===== config.mk =====
export PLATFORM = sky130hd
export DESIGN_NAME = binary_image_run_length_encoder
export DESIGN_NICKNAME = d
export VERILOG_FILES = /design/src/design/birle_pkg.sv /design/src/design/birle_csr.sv /design/src/design/birle_core.sv /design/src/design/birle_queue.sv /design/src/design/binary_image_run_length_encoder.sv
export SDC_FILE = /design/constraint.sdc
export NUM_CORES = 1
export LEC_CHECK = 0
export BUFFER_PORTS_ARGS = -buffer_cell sky130_fd_sc_hd__buf_2
export CAP_MARGIN = 20
export CORE_MARGIN = 2
export CORE_UTILIZATION = 35
export CTS_BUF_LIST = sky130_fd_sc_hd__clkbuf_2
export CTS_CLUSTER_SIZE = 25
export DETAILED_ROUTE_END_ITERATION = 6
export SKIP_LAST_GASP = 1
export SYNTH_ARGS = -nofsm -noshare
export SYNTH_HDL_FRONTEND = slang
export SYNTH_SLANG_ARGS = --single-unit

===== constraint.sdc =====
create_clock -name clock -period 18.2 [get_ports clock]
set_input_delay 0.91 -clock clock [delete_from_list [all_inputs] [get_ports clock]]
set_output_delay 0.91 -clock clock [all_outputs]
set_load 0.03 [all_outputs]

===== src/design/birle_pkg.sv =====
`default_nettype none
// ----------------------------------------------------------------------------
// birle_pkg
// Shared types and constants of the binary image run-length encoder.
// ----------------------------------------------------------------------------
package birle_pkg;

   localparam int MAX_WIDTH  = 4096;
   localparam int MAX_HEIGHT = 4096;

   localparam int PIX_W   = 8;
   localparam int COL_W   = 12;
   localparam int ROW_W   = 12;
   localparam int LEN_W   = 13;
   localparam int SIZE_W  = 13;
   localparam int CNT_W   = 25;
   localparam int CSR_W   = 13;
   localparam int IDX_W   = 2;
   localparam int QDEPTH  = 4;
   localparam int QPTR_W  = 2;
   localparam int QCNT_W  = 3;

   localparam logic [CNT_W-1:0]  CNT_MAX   = {CNT_W{1'b1}};
   localparam logic [SIZE_W-1:0] WIDTH_MAX = SIZE_W'(MAX_WIDTH);
   localparam logic [SIZE_W-1:0] HEIGHT_MAX = SIZE_W'(MAX_HEIGHT);

   localparam logic [IDX_W-1:0] CSR_MODE     = 2'd0;
   localparam logic [IDX_W-1:0] CSR_BIT_MASK = 2'd1;
   localparam logic [IDX_W-1:0] CSR_WIDTH    = 2'd2;
   localparam logic [IDX_W-1:0] CSR_HEIGHT   = 2'd3;

   typedef enum logic [1:0] {
      MODE_NONZERO = 2'd0,
      MODE_ZERO    = 2'd1,
      MODE_MASKED  = 2'd2,
      MODE_BITS    = 2'd3
   } mode_type;

   localparam logic KIND_RUN = 1'b0;
   localparam logic KIND_ROW = 1'b1;

   typedef struct packed {
      mode_type          mode;
      logic [PIX_W-1:0]  bit_mask;
      logic [COL_W-1:0]  last_col;
      logic [ROW_W-1:0]  last_row;
   } cfg_type;

   typedef struct packed {
      logic              record_kind;
      logic [COL_W-1:0]  run_start;
      logic [LEN_W-1:0]  run_length;
      logic [ROW_W-1:0]  row;
      logic [CNT_W-1:0]  table_offset;
      logic [CNT_W-1:0]  pixel_total;
      logic              frame_end;
      logic              last;
   } rec_type;

   typedef struct packed {
      logic [1:0] n;
      rec_type    rec0;
      rec_type    rec1;
   } push_type;

endpackage
`default_nettype wire


===== src/design/birle_csr.sv =====
`default_nettype none
// ----------------------------------------------------------------------------
// birle_csr
// Configuration registers and clamping of the frame size to its legal range.
// ----------------------------------------------------------------------------
module birle_csr (
   input  wire logic                       clock,
   input  wire logic                       reset,
   input  wire logic                       csr_wr_en,
   input  wire logic [birle_pkg::IDX_W-1:0] csr_index,
   input  wire logic [birle_pkg::CSR_W-1:0] csr_wdata,
   output birle_pkg::cfg_type              cfg
);
   import birle_pkg::*;

   mode_type          mode_ff,   mode_in;
   logic [PIX_W-1:0]  mask_ff,   mask_in;
   logic [SIZE_W-1:0] width_ff,  width_in;
   logic [SIZE_W-1:0] height_ff, height_in;

   always_comb begin
      mode_in   = mode_ff;
      mask_in   = mask_ff;
      width_in  = width_ff;
      height_in = height_ff;
      if (csr_wr_en) begin
         case (csr_index)
            CSR_MODE:     mode_in   = mode_type'(csr_wdata[1:0]);
            CSR_BIT_MASK: mask_in   = csr_wdata[PIX_W-1:0];
            CSR_WIDTH:    width_in  = csr_wdata[SIZE_W-1:0];
            CSR_HEIGHT:   height_in = csr_wdata[SIZE_W-1:0];
            default: ;
         endcase
      end
   end

   always_ff @(posedge clock) begin
      if (reset) begin
         mode_ff   <= MODE_NONZERO;
         mask_ff   <= 8'hFF;
         width_ff  <= 13'd640;
         height_ff <= 13'd480;
      end else begin
         mode_ff   <= mode_in;
         mask_ff   <= mask_in;
         width_ff  <= width_in;
         height_ff <= height_in;
      end
   end

   always_comb begin
      cfg.mode     = mode_ff;
      cfg.bit_mask = mask_ff;
      if (width_ff == '0)
         cfg.last_col = '0;
      else if (width_ff >= WIDTH_MAX)
         cfg.last_col = COL_W'(WIDTH_MAX - 13'd1);
      else
         cfg.last_col = COL_W'(width_ff - 13'd1);
      if (height_ff == '0)
         cfg.last_row = '0;
      else if (height_ff >= HEIGHT_MAX)
         cfg.last_row = ROW_W'(HEIGHT_MAX - 13'd1);
      else
         cfg.last_row = ROW_W'(height_ff - 13'd1);
   end

endmodule
`default_nettype wire


===== src/design/birle_core.sv =====
`default_nettype none
// ----------------------------------------------------------------------------
// birle_core
// Input register, pixel classification, run tracking and record generation.
// ----------------------------------------------------------------------------
module birle_core (
   input  wire logic                       clock,
   input  wire logic                       reset,
   input  wire birle_pkg::cfg_type         cfg,
   input  wire logic                       in_valid,
   output      logic                       in_ready,
   input  wire logic [birle_pkg::PIX_W-1:0] in_pixel,
   input  wire logic [birle_pkg::PIX_W-1:0] in_mask,
   input  wire logic                       room,
   output birle_pkg::push_type             push
);
   import birle_pkg::*;

   logic              valid_ff,  valid_in;
   logic [PIX_W-1:0]  pixel_ff,  mask_ff;
   logic              in_run_ff, in_run_in;
   logic [COL_W-1:0]  begin_ff,  begin_in;
   logic [COL_W-1:0]  column_ff, column_in;
   logic [ROW_W-1:0]  row_ff,    row_in;
   logic [CNT_W-1:0]  words_ff,  words_in;
   logic [CNT_W-1:0]  fgcnt_ff,  fgcnt_in;

   logic              advance;
   logic              fg;
   logic              row_end;
   logic              fend;
   logic              close_bg;
   logic              close_end;
   logic              closing;
   logic [COL_W-1:0]  begin_eff;
   logic [LEN_W-1:0]  run_len;
   logic [CNT_W-1:0]  fg_new;
   logic [CNT_W-1:0]  words_new;
   logic [CNT_W:0]    fg_sum;
   logic [CNT_W:0]    words_sum;
   rec_type           run_rec;
   rec_type           row_rec;

   assign advance  = valid_ff && room;
   assign in_ready = !valid_ff || room;

   always_comb begin
      case (cfg.mode)
         MODE_NONZERO: fg = pixel_ff != '0;
         MODE_ZERO:    fg = pixel_ff == '0;
         MODE_MASKED:  fg = (pixel_ff != '0) && (mask_ff != '0);
         MODE_BITS:    fg = (pixel_ff & cfg.bit_mask) != '0;
         default:      fg = 1'b0;
      endcase

      row_end   = column_ff >= cfg.last_col;
      fend      = row_ff >= cfg.last_row;
      close_bg  = !fg && in_run_ff;
      close_end = fg && row_end;
      closing   = close_bg || close_end;
      begin_eff = (fg && !in_run_ff) ? column_ff : begin_ff;

      if (close_bg)
         run_len = LEN_W'({1'b0, column_ff} - {1'b0, begin_eff});
      else
         run_len = LEN_W'({1'b0, column_ff} + 13'd1 - {1'b0, begin_eff});

      fg_sum    = {1'b0, fgcnt_ff} + 26'd1;
      words_sum = {1'b0, words_ff} + 26'd2;
      if (!fg)
         fg_new = fgcnt_ff;
      else if (fg_sum > {1'b0, CNT_MAX})
         fg_new = CNT_MAX;
      else
         fg_new = fg_sum[CNT_W-1:0];
      if (!closing)
         words_new = words_ff;
      else if (words_sum > {1'b0, CNT_MAX})
         words_new = CNT_MAX;
      else
         words_new = words_sum[CNT_W-1:0];

      run_rec.record_kind  = KIND_RUN;
      run_rec.run_start    = begin_eff;
      run_rec.run_length   = run_len;
      run_rec.row          = row_ff;
      run_rec.table_offset = words_new;
      run_rec.pixel_total  = fg_new;
      run_rec.frame_end    = 1'b0;
      run_rec.last         = !row_end;

      row_rec.record_kind  = KIND_ROW;
      row_rec.run_start    = '0;
      row_rec.run_length   = '0;
      row_rec.row          = row_ff;
      row_rec.table_offset = words_new;
      row_rec.pixel_total  = fg_new;
      row_rec.frame_end    = fend;
      row_rec.last         = 1'b1;

      push.n    = advance ? ({1'b0, closing} + {1'b0, row_end}) : 2'd0;
      push.rec0 = closing ? run_rec : row_rec;
      push.rec1 = row_rec;
   end

   always_comb begin
      in_run_in = in_run_ff;
      begin_in  = begin_ff;
      column_in = column_ff;
      row_in    = row_ff;
      words_in  = words_ff;
      fgcnt_in  = fgcnt_ff;
      if (advance) begin
         in_run_in = fg && !row_end;
         begin_in  = begin_eff;
         words_in  = words_new;
         fgcnt_in  = fg_new;
         if (row_end) begin
            column_in = '0;
            if (fend) begin
               row_in   = '0;
               words_in = '0;
               fgcnt_in = '0;
            end else begin
               row_in = row_ff + 12'd1;
            end
         end else begin
            column_in = column_ff + 12'd1;
         end
      end
      if (in_valid && in_ready)
         valid_in = 1'b1;
      else if (advance)
         valid_in = 1'b0;
      else
         valid_in = valid_ff;
   end

   always_ff @(posedge clock) begin
      if (reset) begin
         valid_ff  <= 1'b0;
         in_run_ff <= 1'b0;
         begin_ff  <= '0;
         column_ff <= '0;
         row_ff    <= '0;
         words_ff  <= '0;
         fgcnt_ff  <= '0;
      end else begin
         valid_ff  <= valid_in;
         in_run_ff <= in_run_in;
         begin_ff  <= begin_in;
         column_ff <= column_in;
         row_ff    <= row_in;
         words_ff  <= words_in;
         fgcnt_ff  <= fgcnt_in;
      end
   end

   always_ff @(posedge clock) begin
      if (in_valid && in_ready) begin
         pixel_ff <= in_pixel;
         mask_ff  <= in_mask;
      end
   end

endmodule
`default_nettype wire


===== src/design/birle_queue.sv =====
`default_nettype none
// ----------------------------------------------------------------------------
// birle_queue
// Four-entry record queue; takes up to two records a cycle, gives one.
// ----------------------------------------------------------------------------
module birle_queue (
   input  wire logic                clock,
   input  wire logic                reset,
   input  wire birle_pkg::push_type push,
   output      logic                room,
   output      logic                out_valid,
   input  wire logic                out_ready,
   output birle_pkg::rec_type       out_rec
);
   import birle_pkg::*;

   rec_type            ent_ff [QDEPTH];
   logic [QPTR_W-1:0]  head_ff,  head_in;
   logic [QPTR_W-1:0]  tail_ff,  tail_in;
   logic [QCNT_W-1:0]  count_ff, count_in;
   logic               pop;
   logic [QPTR_W-1:0]  tail_next;

   assign room      = count_ff <= QCNT_W'(QDEPTH - 2);
   assign out_valid = count_ff != '0;
   assign out_rec   = ent_ff[head_ff];
   assign pop       = out_valid && out_ready;
   assign tail_next = tail_ff + 2'd1;

   always_comb begin
      head_in  = pop ? head_ff + 2'd1 : head_ff;
      tail_in  = tail_ff + push.n;
      count_in = count_ff + {1'b0, push.n} - {2'b0, pop};
   end

   always_ff @(posedge clock) begin
      if (reset) begin
         head_ff  <= '0;
         tail_ff  <= '0;
         count_ff <= '0;
      end else begin
         head_ff  <= head_in;
         tail_ff  <= tail_in;
         count_ff <= count_in;
      end
   end

   always_ff @(posedge clock) begin
      if (push.n != 2'd0)
         ent_ff[tail_ff] <= push.rec0;
      if (push.n == 2'd2)
         ent_ff[tail_next] <= push.rec1;
   end

endmodule
`default_nettype wire


===== src/design/binary_image_run_length_encoder.sv =====
`default_nettype none
// ----------------------------------------------------------------------------
// binary_image_run_length_encoder
// Run-length encoder for a raster stream of 8-bit pixels.
//
// req_ takes one pixel beat (pixel, mask pixel) per cycle in raster order while req_tready is high.
// rsp_ gives run records (start column, length) and one row record at each
// row end, with the run-table offset and the running foreground count.
// tuser[0] is the record kind, tuser[1] marks the final row of the frame,
// tlast marks the last record caused by one pixel.
// Path: a pixel beat is registered in the core, then its records are queued.
// Throughput: one pixel per cycle while the queue has room; a pixel that
// closes a run at row end yields two records, which leave through the
// single output beat per cycle behind a four-record queue.
// csr_ writes mode, bit mask, width and height; write them between frames.
// Reset clears the run state, counters and queue and restores the default
// configuration. When rsp_tready is low the queue fills and req_tready
// drops once fewer than two free entries remain and a pixel waits in the core.
// ----------------------------------------------------------------------------
module binary_image_run_length_encoder (
   input  wire logic                       clock,
   input  wire logic                       reset,
   input  wire logic                       req_tvalid,
   output      logic                       req_tready,
   input  wire logic [15:0]                req_tdata,  // pixel, mask_pixel
   output      logic                       rsp_tvalid,
   input  wire logic                       rsp_tready,
   output      logic [87:0]                rsp_tdata,  // run_start, run_length,
                                                       // row, table_offset,
                                                       // pixel_total, pad
   output      logic [1:0]                 rsp_tuser,  // record_kind, frame_end
   output      logic                       rsp_tlast,
   input  wire logic                       csr_wr_en,
   input  wire logic [birle_pkg::IDX_W-1:0] csr_index,
   input  wire logic [birle_pkg::CSR_W-1:0] csr_wdata
);
   import birle_pkg::*;

   cfg_type  cfg;
   push_type push;
   rec_type  rec;
   logic     room;

   birle_csr u_csr (
      .clock     (clock),
      .reset     (reset),
      .csr_wr_en (csr_wr_en),
      .csr_index (csr_index),
      .csr_wdata (csr_wdata),
      .cfg       (cfg)
   );

   birle_core u_core (
      .clock    (clock),
      .reset    (reset),
      .cfg      (cfg),
      .in_valid (req_tvalid),
      .in_ready (req_tready),
      .in_pixel (req_tdata[7:0]),
      .in_mask  (req_tdata[15:8]),
      .room     (room),
      .push     (push)
   );

   birle_queue u_queue (
      .clock     (clock),
      .reset     (reset),
      .push      (push),
      .room      (room),
      .out_valid (rsp_tvalid),
      .out_ready (rsp_tready),
      .out_rec   (rec)
   );

   assign rsp_tdata = {1'b0, rec.pixel_total, rec.table_offset, rec.row,
                       rec.run_length, rec.run_start};
   assign rsp_tuser = {rec.frame_end, rec.record_kind};
   assign rsp_tlast = rec.last;

`ifndef ASSERT_OFF
   a_push_room: assert property (@(posedge clock) disable iff (reset)
      (push.n != 2'd0) |-> room)
      else $error("records pushed without queue room");

   a_row_is_last: assert property (@(posedge clock) disable iff (reset)
      (rsp_tvalid && rsp_tuser[0]) |-> rsp_tlast)
      else $error("row record not marked last");

   a_row_empty: assert property (@(posedge clock) disable iff (reset)
      (rsp_tvalid && rsp_tuser[0]) |-> (rsp_tdata[24:0] == 25'd0))
      else $error("row record carries run data");

   a_fend_row: assert property (@(posedge clock) disable iff (reset)
      (rsp_tvalid && rsp_tuser[1]) |-> rsp_tuser[0])
      else $error("frame end on a run record");
`endif

endmodule
`default_nettype wire


==> impl_metrics.toml <==
[status]
status = "completed"

[synth]
synth_edf_count = 268
synthArstFlopShare_pct = 0
synth-seq-area-share_pct = 53.7
synth_area_leaders = "edfxtp_1 34%, dfxtp_1 20%, mux4_2 8.5%"
yosysTopAreaCellShare_pct = 33.6
synth-xor-area-share_pct = 2.23
ys_ff_latch = 509
yosys_warnings = 0
synthAdderAreaFrac_pct = 4.14
synth_fp_nets = 2313
muxShareOfSynthArea_pct = 9.76
synth_compound_area_share_pct = 11.6
synth_top_family_by_area = "simple AND/OR/NAND/NOR gates"
syn_inst = 2205
avgSynthCellArea_sq_um = 10.9
ys.flop_type = "edfxtp_1"
yosysUniqueCellTypes = 73
syn_area_sq_um = 24000
synth_simple_gate_area_share_pct = 15.3
synth_top_cell_by_area = "edfxtp_1"

[clocking]
cts_buffers = 136
clkLatencyLatePin_ps = 1320
clockRootBuffer = "clkbuf_2"
clk_pin_slew_ps = 90
cts_resized = 0
clock_path_buffers = 3
tritoncts = "done"
cts_sinks = 509
cts.htree.levels = 4

[power_and_ir_drop]
seqPwrFrac_pct = 46.7
switching_share_pct = 33.5
cellPowerDensity_nw_per_um2 = 101
pwr-share-clk_pct = 31.0
ir_drop_mv = 0.0613
power_switching_mw = 0.920
leakage_nw = 9.77
comb_power_share_pct = 22.3
p_int_mw = 1.83

[timing]
fin_ws_ps = 10010
min_period_ps = 8190
setup_tns_ps = 0
drv_slew = 0
max_freq_mhz = 122
rsz0062_at_grt = "no"
slew_headroom_pct = 24.8
period_share_pct = 45.0
hold_viol_final = 0
setup_viol = 0
tightest_slew_ps = 1130
fin_skew_ps = 130

[detailed_routing]
initialDrtViolationCount = 1215
viasPerCell = 5.32
post_drt_wl_per_cell_um = 18.9
drc = 0
routed-via-count = 18000
wirelength_um = 64000
first_pass_iters = 5
ant_nets = 0

[floorplan]
start_util_pct = 35.5
die_h_um = 266
coreArea_sq_um = 67500
dieArea_sq_um = 70500
ioPinCount = 129
die_w_um = 266
rows = 95

[finish]
final_cell_mix = "299 x nor2_1, 268 x edfxtp_1, 242 x nand2_1"
area.growth.synth_to_final_pct = 13.2
final_nets = 2502
drive_gt1_share_pct = 19.6
final_common_cell = "nor2_1"

[critical_path]
path_cells = "or4_1 > or3_1 > or3_1 > o21ai_0 > ha_1 > a211oi_1 > o21ai_0 > a21oi_1 > a221oi_1 > buf_4 > nor2_1 > inv_1 > ha_1 > nand2b_1 > a21oi_1 > nand2_2 > buf_4 > inv_2 > buf_4"
endpoint_kind = "flip-flop"
cp.required_ps = 19030
worst_path_most_repeated_cell = "buf_4"
path_delay_family = "simple AND/OR/NAND/NOR gates"
crit_buf_inv = 5
worst-path-max-fanout = 77
crit_type = "flip-flop to flip-flop"
cpMaxStageDelayCell = "nor2_1"
cp_slowest_stage_delay_ps = 800
cp-start-kind = "flip-flop"
worstPathArrival_ps = 9020

[global_route]
antenna_found_initial = 5
grt_pass1_vias = 18000
grt_max_degree = 78
grt_usage_pct = 18.2
grt_overflow = 0
grt_pass1_wl_um = 100000

[placement]
dp_slack_ps = 9960
io_buffers = 127
hpwl_um = 40800
place_congestion = 0.878

[run]
maxCapViolations = 0

[min_path]
worstHoldPathType = "primary input to flip-flop"
worst register-to-register path, delay by kind of cell, from the launching register on:
| family | cells | cell delay (ps) |
|---|---|---|
| simple gates | 6 | 2590 |
| buf+inv | 5 | 2350 |
| compound gates | 6 | 1630 |
| fa+ha+maj | 2 | 820 |
| flops | 1 | 370 |
cells by family after synthesis:
kind of cell / Yosys count
DFF: 509
AOI/OAI and AO/OA: 434
and+or+nand+nor: 805
xor gates and xnor gates: 61
buffers and inverters: 202
muxes: 121
other: 1
adders and majority gates: 72
cell usage after synthesis (12+ instances only):
cell type,number
fa_1,12
ha_1,60
xor2_1,35
and2_1,31
buf_1,16
nand3_1,50
o22ai_1,31
or3_1,12
a31oi_1,13
edfxtp_1,268
nor3_1,21
mux4_2,90
nand4_1,24
and3_1,45
nand2_1,244
a211oi_1,27
mux2i_1,31
nand3b_1,16
a22o_1,38
xnor2_1,26
nand2b_1,12
o21ai_0,123
a21oi_1,119
dfxtp_1,241
clkbuf_1,108
inv_1,65
nor2_1,302
through the flow:
| stage | instance area, sq um | power (mW) | utilization [%] | hold WS [ps] | cells |
|---|---|---|---|---|---|
| 4_1_cts | 27100 | 2.79 | 40.1 | 47.0 | 3377 |
| 5_1_grt | 27100 | 2.89 | 40.2 | 84.1 | 3382 |
| 2_1_floorplan | 24000 | 1.75 | - | 420 | 2205 |
| 3_5_place_dp | 25400 | 1.93 | 37.6 | 439 | 3092 |
| 6_report | 27100 | 2.75 | 40.2 | 234 | 3383 |
| 3_3_place_gp | 25400 | 1.92 | 37.6 | 430 | 3092 |
metal layers:
layer  up-vias  routed length (um)  global-route usage, %
met4         0                1390                   6.50
met3        88                3500                   3.61
met1      8830               27300                   22.8
met5         -                   0                      0
li1       8532                   -                      -
met2       534               31800                   31.2
power by group through the flow:
| stage | Sequential, mW | Combinational, mW | Clock [mW] |
|---|---|---|---|
| floorplan | 1.27 | 0.483 | 0 |
| global placement | 1.31 | 0.613 | 0 |
| detailed placement | 1.31 | 0.617 | 0 |
| CTS | 1.29 | 0.624 | 0.882 |
| global route | 1.29 | 0.656 | 0.936 |
| finish | 1.28 | 0.613 | 0.852 |
flip-flops by register name, indices dropped and copies added, names as in the netlist, 12 cells and up, named ones only:
signal,cells
u_queue.ent_ff,360
u_core.fgcnt_ff,25
u_core.words_ff,25
u_csr.height_ff,13
u_csr.width_ff,13
u_core.begin_ff,12
u_core.column_ff,12
u_core.row_ff,12
path summary, 6_finish.rpt:
path | start | to | slack [ps] | cells past startpoint
max | u_csr.width_ff[3]$_SDFFE_PP0P_ | u_queue.ent_ff[3][50]$_DFFE_PP_ | 10010 | 19
min | rsp_tready | u_queue.head_ff[0]$_SDFFE_PP0P_ | 230 | 4
max reg2reg | u_csr.width_ff[3]$_SDFFE_PP0P_ | u_queue.ent_ff[3][50]$_DFFE_PP_ | 10010 | 19
min reg2reg | u_queue.ent_ff[1][88]$_SDFFE_PP0N_ | u_queue.ent_ff[1][88]$_SDFFE_PP0N_ | 450 | 2
repair_timing:
action	in CTS	in global routing
hold buffers	36	0
hold endpoints to repair	53	0
buffers inserted	0	0
final cells by class:
type / instances / area (sq um)
clock inverters: 60 / 399
flip-flops and latches: 509 / 12900
diodes: 5 / 12.5
fillers: 6636 / 40400
inverters: 65 / 244
repair buffers: 188 / 1200
well taps: 873 / 1090
multi-input cells: 1494 / 10300
clock buffers: 189 / 946
Power figures use the tool's default switching activity.
